--- config.mk ---
export PLATFORM = sky130hd
export DESIGN_NAME = kfli_ctrl
export DESIGN_NICKNAME = d
export VERILOG_FILES = /design/src/sv/kfli_pkg.sv /design/src/sv/kfli_ctrl.sv
export SDC_FILE = /design/constraint.sdc
export NUM_CORES = 1
export LEC_CHECK = 0
export CORE_MARGIN = 2
export CORE_UTILIZATION = 60
export DETAILED_ROUTE_END_ITERATION = 12
export DONT_BUFFER_PORTS = 1
export PLACE_DENSITY_LB_ADDON = 0.12
export SYNTH_ARGS = -nofsm -noshare
export SYNTH_HDL_FRONTEND = slang
export SYNTH_SLANG_ARGS = --single-unit
--- constraint.sdc ---
create_clock -name clk -period 1.6 [get_ports clk]
set_input_delay 0.24 -clock clk [delete_from_list [all_inputs] [get_ports clk]]
set_output_delay 0.24 -clock clk [all_outputs]
set_load 0.01 [all_outputs]
--- src/sv/kfli_pkg.sv ---
// shared constants, types and command/status bundles of the keyframe interpolator
`default_nettype none

package kfli_pkg;

    // key table geometry
    localparam int MAX_KEYS = 64;
    localparam int IDX_W    = $clog2(MAX_KEYS);
    localparam int KC_W     = 7;

    // field widths
    localparam int TIME_W   = 24;
    localparam int VAL_W    = 32;
    localparam int FRAC_W   = 16;
    localparam int NUM_COMP = 3;
    localparam int COMP_W   = $clog2(NUM_COMP);
    localparam int ENTRY_W  = TIME_W + NUM_COMP * VAL_W;

    // interpolation arithmetic
    localparam int MAG_W      = VAL_W + 1;
    localparam int HI_W       = MAG_W - FRAC_W;
    localparam int DIV_STEPS  = FRAC_W;
    localparam int DIV_CNT_W  = $clog2(DIV_STEPS);

    // item operation codes
    localparam logic OP_LOAD  = 1'b0;
    localparam logic OP_QUERY = 1'b1;

    typedef enum logic [1:0] {
        PICK_START,
        PICK_END,
        PICK_LERP
    } pick_t;

    typedef enum logic [3:0] {
        ST_IDLE,
        ST_SCAN_FILL,
        ST_SCAN,
        ST_FETCH_WAIT,
        ST_FETCH_START,
        ST_FETCH_END,
        ST_CLASSIFY,
        ST_DIVIDE,
        ST_DIFF,
        ST_MUL,
        ST_ACC,
        ST_RESULT
    } state_t;

    typedef struct packed {
        logic              load_key;
        logic              start_query;
        logic              ptr_inc;
        logic              scan_step;
        logic              scan_done;
        logic              latch_start;
        logic              latch_end;
        logic              classify;
        logic              div_step;
        logic              diff;
        logic              mul;
        logic              acc;
        logic              load_out;
        logic [COMP_W-1:0] comp;
    } cmd_t;

    typedef struct packed {
        logic single;
        logic hit;
        logic scan_last;
        logic need_div;
    } status_t;

endpackage

`default_nettype wire

--- src/sv/kfli_ctrl.sv ---
// sequencing state machine of the keyframe interpolator
`default_nettype none

module kfli_ctrl (
    input  wire logic              clk,
    input  wire logic              rst_n,
    input  wire logic              in_valid,
    output logic                   in_ready,
    input  wire logic              op,
    output logic                   out_valid,
    input  wire logic              out_ready,
    input  wire kfli_pkg::status_t status,
    output kfli_pkg::cmd_t         cmd
);

    localparam int CW = kfli_pkg::COMP_W;
    localparam int DW = kfli_pkg::DIV_CNT_W;

    kfli_pkg::state_t state_reg;
    kfli_pkg::state_t state_next;
    logic [DW-1:0]    div_cnt_reg;
    logic [DW-1:0]    div_cnt_next;
    logic [CW-1:0]    comp_reg;
    logic [CW-1:0]    comp_next;
    logic             out_valid_reg;
    logic             out_valid_next;

    always_ff @(posedge clk or negedge rst_n)
    begin
        if (!rst_n)
        begin
            state_reg     <= kfli_pkg::ST_IDLE;
            div_cnt_reg   <= '0;
            comp_reg      <= '0;
            out_valid_reg <= 1'b0;
        end
        else
        begin
            state_reg     <= state_next;
            div_cnt_reg   <= div_cnt_next;
            comp_reg      <= comp_next;
            out_valid_reg <= out_valid_next;
        end
    end

    always_comb
    begin
        state_next   = state_reg;
        div_cnt_next = div_cnt_reg;
        comp_next    = comp_reg;
        cmd          = '0;
        cmd.comp     = comp_reg;
        in_ready     = 1'b0;

        unique case (state_reg)
            kfli_pkg::ST_IDLE:
            begin
                in_ready = 1'b1;
                if (in_valid)
                begin
                    if (op == kfli_pkg::OP_LOAD)
                    begin
                        cmd.load_key = 1'b1;
                    end
                    else
                    begin
                        cmd.start_query = 1'b1;
                        state_next = status.single ? kfli_pkg::ST_FETCH_WAIT
                                                   : kfli_pkg::ST_SCAN_FILL;
                    end
                end
            end
            kfli_pkg::ST_SCAN_FILL:
            begin
                cmd.ptr_inc = 1'b1;
                state_next  = kfli_pkg::ST_SCAN;
            end
            kfli_pkg::ST_SCAN:
            begin
                if (status.hit || status.scan_last)
                begin
                    cmd.scan_done = 1'b1;
                    state_next    = kfli_pkg::ST_FETCH_WAIT;
                end
                else
                begin
                    cmd.scan_step = 1'b1;
                end
            end
            kfli_pkg::ST_FETCH_WAIT:
            begin
                cmd.ptr_inc = 1'b1;
                state_next  = kfli_pkg::ST_FETCH_START;
            end
            kfli_pkg::ST_FETCH_START:
            begin
                cmd.latch_start = 1'b1;
                state_next = status.single ? kfli_pkg::ST_RESULT
                                           : kfli_pkg::ST_FETCH_END;
            end
            kfli_pkg::ST_FETCH_END:
            begin
                cmd.latch_end = 1'b1;
                state_next    = kfli_pkg::ST_CLASSIFY;
            end
            kfli_pkg::ST_CLASSIFY:
            begin
                cmd.classify = 1'b1;
                div_cnt_next = '0;
                state_next = status.need_div ? kfli_pkg::ST_DIVIDE
                                             : kfli_pkg::ST_RESULT;
            end
            kfli_pkg::ST_DIVIDE:
            begin
                cmd.div_step = 1'b1;
                if (div_cnt_reg == DW'(kfli_pkg::DIV_STEPS - 1))
                begin
                    comp_next  = '0;
                    state_next = kfli_pkg::ST_DIFF;
                end
                else
                begin
                    div_cnt_next = div_cnt_reg + DW'(1);
                end
            end
            kfli_pkg::ST_DIFF:
            begin
                cmd.diff   = 1'b1;
                state_next = kfli_pkg::ST_MUL;
            end
            kfli_pkg::ST_MUL:
            begin
                cmd.mul    = 1'b1;
                state_next = kfli_pkg::ST_ACC;
            end
            kfli_pkg::ST_ACC:
            begin
                cmd.acc = 1'b1;
                if (comp_reg == CW'(kfli_pkg::NUM_COMP - 1))
                begin
                    state_next = kfli_pkg::ST_RESULT;
                end
                else
                begin
                    comp_next  = comp_reg + CW'(1);
                    state_next = kfli_pkg::ST_DIFF;
                end
            end
            kfli_pkg::ST_RESULT:
            begin
                if (!out_valid_reg || out_ready)
                begin
                    cmd.load_out = 1'b1;
                    state_next   = kfli_pkg::ST_IDLE;
                end
            end
            default:
            begin
                state_next = kfli_pkg::ST_IDLE;
            end
        endcase
    end

    always_comb
    begin
        if (cmd.load_out)
        begin
            out_valid_next = 1'b1;
        end
        else if (out_ready)
        begin
            out_valid_next = 1'b0;
        end
        else
        begin
            out_valid_next = out_valid_reg;
        end
    end

    assign out_valid = out_valid_reg;

endmodule

`default_nettype wire

=== After elaboration in Yosys (flattened, before gate mapping) ===
Cells that the tools add are included.

* Bits in registers: 11
* Bits of input ports: 9

* Eq/ne operators: 20
* Muxes and demuxes: 35
* Add/subtract/negate cells: 2
* Reductions and logical operators: 11

{| class="wikitable"
|+ Operator list
! operator !! number
|-
| one-hot mux 4 bit (12 select lines) || 1
|-
| 2-to-1 mux 4 bit || 8
|-
| == test 4 bit (second input constant) || 5
|-
| 2-to-1 mux 1 bit || 17
|-
| == test 4 x 3 -> 1 bit (second input constant) || 4
|-
| 2-to-1 mux 2 bit || 7
|-
| != test 2 bit (second input constant) || 7
|-
| == test 4 x 2 -> 1 bit (second input constant) || 2
|-
| one-hot mux 4 bit (2 select lines) || 1
|-
| nonzero test 2 bit || 3
|-
| AND reduction 5 bit || 1
|-
| adder 4 x 1 -> 4 bit (second input constant) || 1
|-
| == test 4 x 1 -> 1 bit (second input constant) || 1
|-
| zero test 4 bit || 1
|-
| one-hot mux 2 bit (2 select lines) || 1
|-
| AND reduction 3 bit || 1
|-
| adder 2 x 1 -> 2 bit (second input constant) || 1
|-
| == test 2 bit (second input constant) || 1
|-
| logical OR 1 bit || 2
|-
| AND reduction 2 bit || 1
|-
| OR reduction 2 bit || 1
|-
| zero test 1 bit || 1
|}

=== Depth between registers and ports, before layout ===
* Depth after elaboration: 5
* Mapped depth: 6
* Gate-level depth less buffers: 5

=== Least setup slack after synthesis ===
OpenSTA, ideal clock, no wires.

* Path type: register to output
* From: reg state_reg[1]
* To: out cmd[14] (netlist name)
* Data required time: 1360 ps
* Path slack: 136 ps
* Path buffers: 1
* Arrival: 1224 ps
* Cell stages (with the launch flop): 5
* Path through: dfrtp_1 > buf_4 > nor4_2 > nand2_1 > nor2_1

{| class="wikitable"
|+ RTL lines
! element !! line !! text
|-
| from (decl) || kfli_ctrl.sv:19 || <nowiki>kfli_pkg::state_t state_reg;</nowiki>
|-
| from (signal assigned) || kfli_ctrl.sv:32 || <nowiki>state_reg <= kfli_pkg::ST_IDLE;</nowiki>
|-
| from (signal assigned) || kfli_ctrl.sv:39 || <nowiki>state_reg <= state_next;</nowiki>
|-
| to (decl) || kfli_ctrl.sv:13 || <nowiki>output kfli_pkg::cmd_t cmd</nowiki>
|}

=== Worst setup path in the final report ===
* From: reg state_reg[3]
* To: out cmd[7] (netlist name)

* Word-level cells in the longest chain between the ends: 2

{| class="wikitable"
|+ RTL lines
! element !! line !! text
|-
| == test 4 x 3 -> 1 bit || kfli_ctrl.sv:55 || <nowiki>unique case (state_reg)</nowiki>
|-
| 2-to-1 mux 1 bit || kfli_ctrl.sv:55 ||
|}

Every way passes these cells.

==> flow_summary.yaml <==
setup_path:
  path_buf_inv: 2
  crit_type: "flip-flop to output port"
  endpoint_kind: "output port"
  r2r_setup_slack_ps: 90
  start_kind: "flip-flop"
  crit_fanout: 6
  worst_path_max_delay_cell: "dfrtp_2"
  crit_family: "flip-flops"
  path_cells: "buf_12 > nand2b_2 > nor2_1 > buf_4"
  cp.required_ps: 1360
  cp.arrival_ps: 1380
  critPathMaxStageDelay_ps: 430
yosys:
  synthArstFlopShare_pct: 100
  yosysUniqueCellTypes: 40
  seq_area_frac_synth_pct: 34.0
  synth_top_area_share_pct: 34.0
  ys_seq_elements: 11
  syn_nets: 104
  synth_ff_type: "dfrtp_1"
  synth_cells: 93
  synth.area.top_cells: "dfrtp_1, nand3b_1, nor2_1, nand2_1, ha_1"
  synth_edf_count: 0
  syn_area_per_cell_um2: 8.70
  ys_warn_count: 0
  synth_area_um2: 810
  synth_top_area_cell: "dfrtp_1"
flow_run:
  cap_violations: 0
floorplan:
  num_io_pins: 26
  start_util_pct: 63.0
  die_h_um: 40.7
  die_area_um2: 1660
  die_x_um: 40.7
  core_area_um2: 1280
  num_rows: 13
place:
  placedCellCount: 112
  portBuffers: 0
  place_ws_ps: 86.6
  place_congestion: 0.887
  post-dp-hpwl_um: 1420
grt:
  overflow: 0
  grtUsageTotal_pct: 27.5
  antenna_found_initial: 0
  grt_pass1_vias: 683
  grt_pass1_wl_um: 2880
  grt_max_degree: 12
routing:
  via_per_inst: 6.21
  dr_total_vias: 758
  first_iter_violations: 18
  final_antenna_net_count: 0
  drtPass1Iterations: 4
  avgRoutedWirePerCell_um: 16.3
  drt-total-wl_um: 1990
  remaining_drc_errors: 0
pwr:
  ir_drop_mv: 1.22
  power_density_nw_per_um2: 1840
  total_power_mw: 1.87
  leakage_nw: 0.449
timing:
  slew_viol_final: 0
  fin_ws_ps: -15.5
  finalHoldViolCount: 0
  clock.fmax_mhz: 619
  fin_skew_ps: 1.65
  tightest_slew_ps: 504
  fin_crit_ps: 1620
  setup_violations: 3
  rsz0062_at_grt: "yes"
  finalCritPeriodShare_pct: 101
  relSlewSlack_pct: 66.3
  setup-tns-final_ps: -38.9
clocking:
  cts_sinks: 11
  htree_levels: 1
  cts_tree: "yes"
  clockBufferDepth: 2
  clkLatencyLatePin_ps: 270
  cts_root_buf: "clkbuf_4"
  clk_pin_slew_ps: 70
  cts_made_buffers: 3
final_layout:
  ff_latch_area_um2: 280
  fin_util_pct: 79.0
  instances_no_fill: 122
  fillers: 79
  fin_nets: 119
  multi_input_area_um2: 538
  area_growth_pct: 25.3
  drive_gt1_share_pct: 43.0
  insertedDiodeCount: 0
status:
  violations: "setup timing"
  status: "finished with violations"
worst_hold_path:
  min_path_type: "primary input to flip-flop"
worst reg2reg max path, delay by kind of cell, from the launching register on:
| kind | cells | cell delay [ps] |
|---|---|---|
| and+or+nand+nor | 3 | 520 |
| DFF | 1 | 430 |
| buffers and inverters | 2 | 290 |
| muxes | 1 | 200 |
layer usage:
layer	track usage (%)	share of wire [%]	wire, um	up-vias
met2	46.4	50	987	33
met5	0	0	0	-
li1	-	-	-	367
met3	11.4	7.8	155	6
met1	32.0	40	799	352
met4	6.67	2.4	48	0
synthesized netlist by cell type, types with 2 or more instances:
cell	number
o21ai_1	3
nor2_2	2
nand2_1	8
buf_4	3
and3_1	3
nor2_1	10
nor3_2	2
buf_2	2
dfrtp_1	11
ha_1	2
nor3_1	3
inv_2	3
nand3b_1	5
nand2b_1	4
inv_1	3
xor2_1	2
a22o_1	2
o21ai_0	2
nor2b_1	2
through the flow:
| stage | hold slack [ps] | cell area, um^2 |
|---|---|---|
| 4_1_cts | 112 | 937 |
| 2_1_floorplan | -55.6 | 810 |
| 6_report | 118 | 1010 |
| 3_3_place_gp | -55.4 | 863 |
| 5_1_grt | 124 | 1010 |
| 3_5_place_dp | -55.4 | 863 |
where the power goes:
group | total [mW] | switching (mW) | internal, mW | leakage, nW
Clock | 0.185 | 0.0926 | 0.0925 | 0.0177
Sequential | 0.552 | 0.162 | 0.391 | 0.139
Combinational | 1.13 | 0.609 | 0.521 | 0.292
cells in the final DEF, fill, tap and decap left out, types with 2 or more instances in the layout:
| cell type | count |
|---|---|
| o21ai_0 | 2 |
| buf_4 | 12 |
| and3_1 | 3 |
| dfrtp_1 | 7 |
| xor2_1 | 2 |
| nand2b_2 | 4 |
| nor3_2 | 5 |
| a22o_1 | 2 |
| nand3b_1 | 5 |
| nor2_1 | 8 |
| inv_2 | 3 |
| clkbuf_4 | 4 |
| nand2_1 | 7 |
| o21ai_1 | 3 |
| nor2_2 | 3 |
| ha_1 | 2 |
| dfrtp_2 | 4 |
| inv_1 | 3 |
final cells by class:
class,instances,area share (%)
inverter,6,2.22
clock buffer,3,2.22
multi-input combinational,71,53.0
tap,15,1.85
timing repair buffer,15,12.6
sequential,11,27.6
clock inverter,1,0.493
cells by family after synthesis:
logic type                 after synthesis  synth area share, %
muxes                                    1                 1.24
adders and majority gates                2                 3.09
AOI/OAI and AO/OA                       18                 17.0
DFF                                     11                 34.0
buffers and inverters                   11                 6.80
xor gates and xnor gates                 3                 3.25
and+or+nand+nor                         47                 34.6
final timing paths:
| path | end | startpoint | depth (start not counted) |
|---|---|---|---|
| setup reg to reg | state_reg[1]$_DFFE_PN0P_ | state_reg[3]$_DFFE_PN0P_ | 6 |
| min in group asynchronous | out_valid$_DFFE_PN0P_ | rst_n | 1 |
| setup / recovery | cmd[7] | state_reg[3]$_DFFE_PN0P_ | 4 |
| hold reg to reg | div_cnt_reg[0]$_DFFE_PN0P_ | div_cnt_reg[0]$_DFFE_PN0P_ | 1 |
| hold / removal | state_reg[2]$_DFFE_PN0P_ | status[0] | 2 |
| max in group asynchronous | state_reg[0]$_DFFE_PN0P_ | rst_n | 1 |
what timing repair did:
| item | in CTS | in global routing |
|---|---|---|
| gates resized for setup | 8 | 11 |
| hold buffers | 1 | 0 |
| hold endpoints to repair | 11 | 0 |
| setup endpoints to repair | 10 | 11 |
| pin swaps | 0 | 0 |
| buffers inserted | 1 | 4 |
No activity file was read; power rests on OpenSTA's default activity.
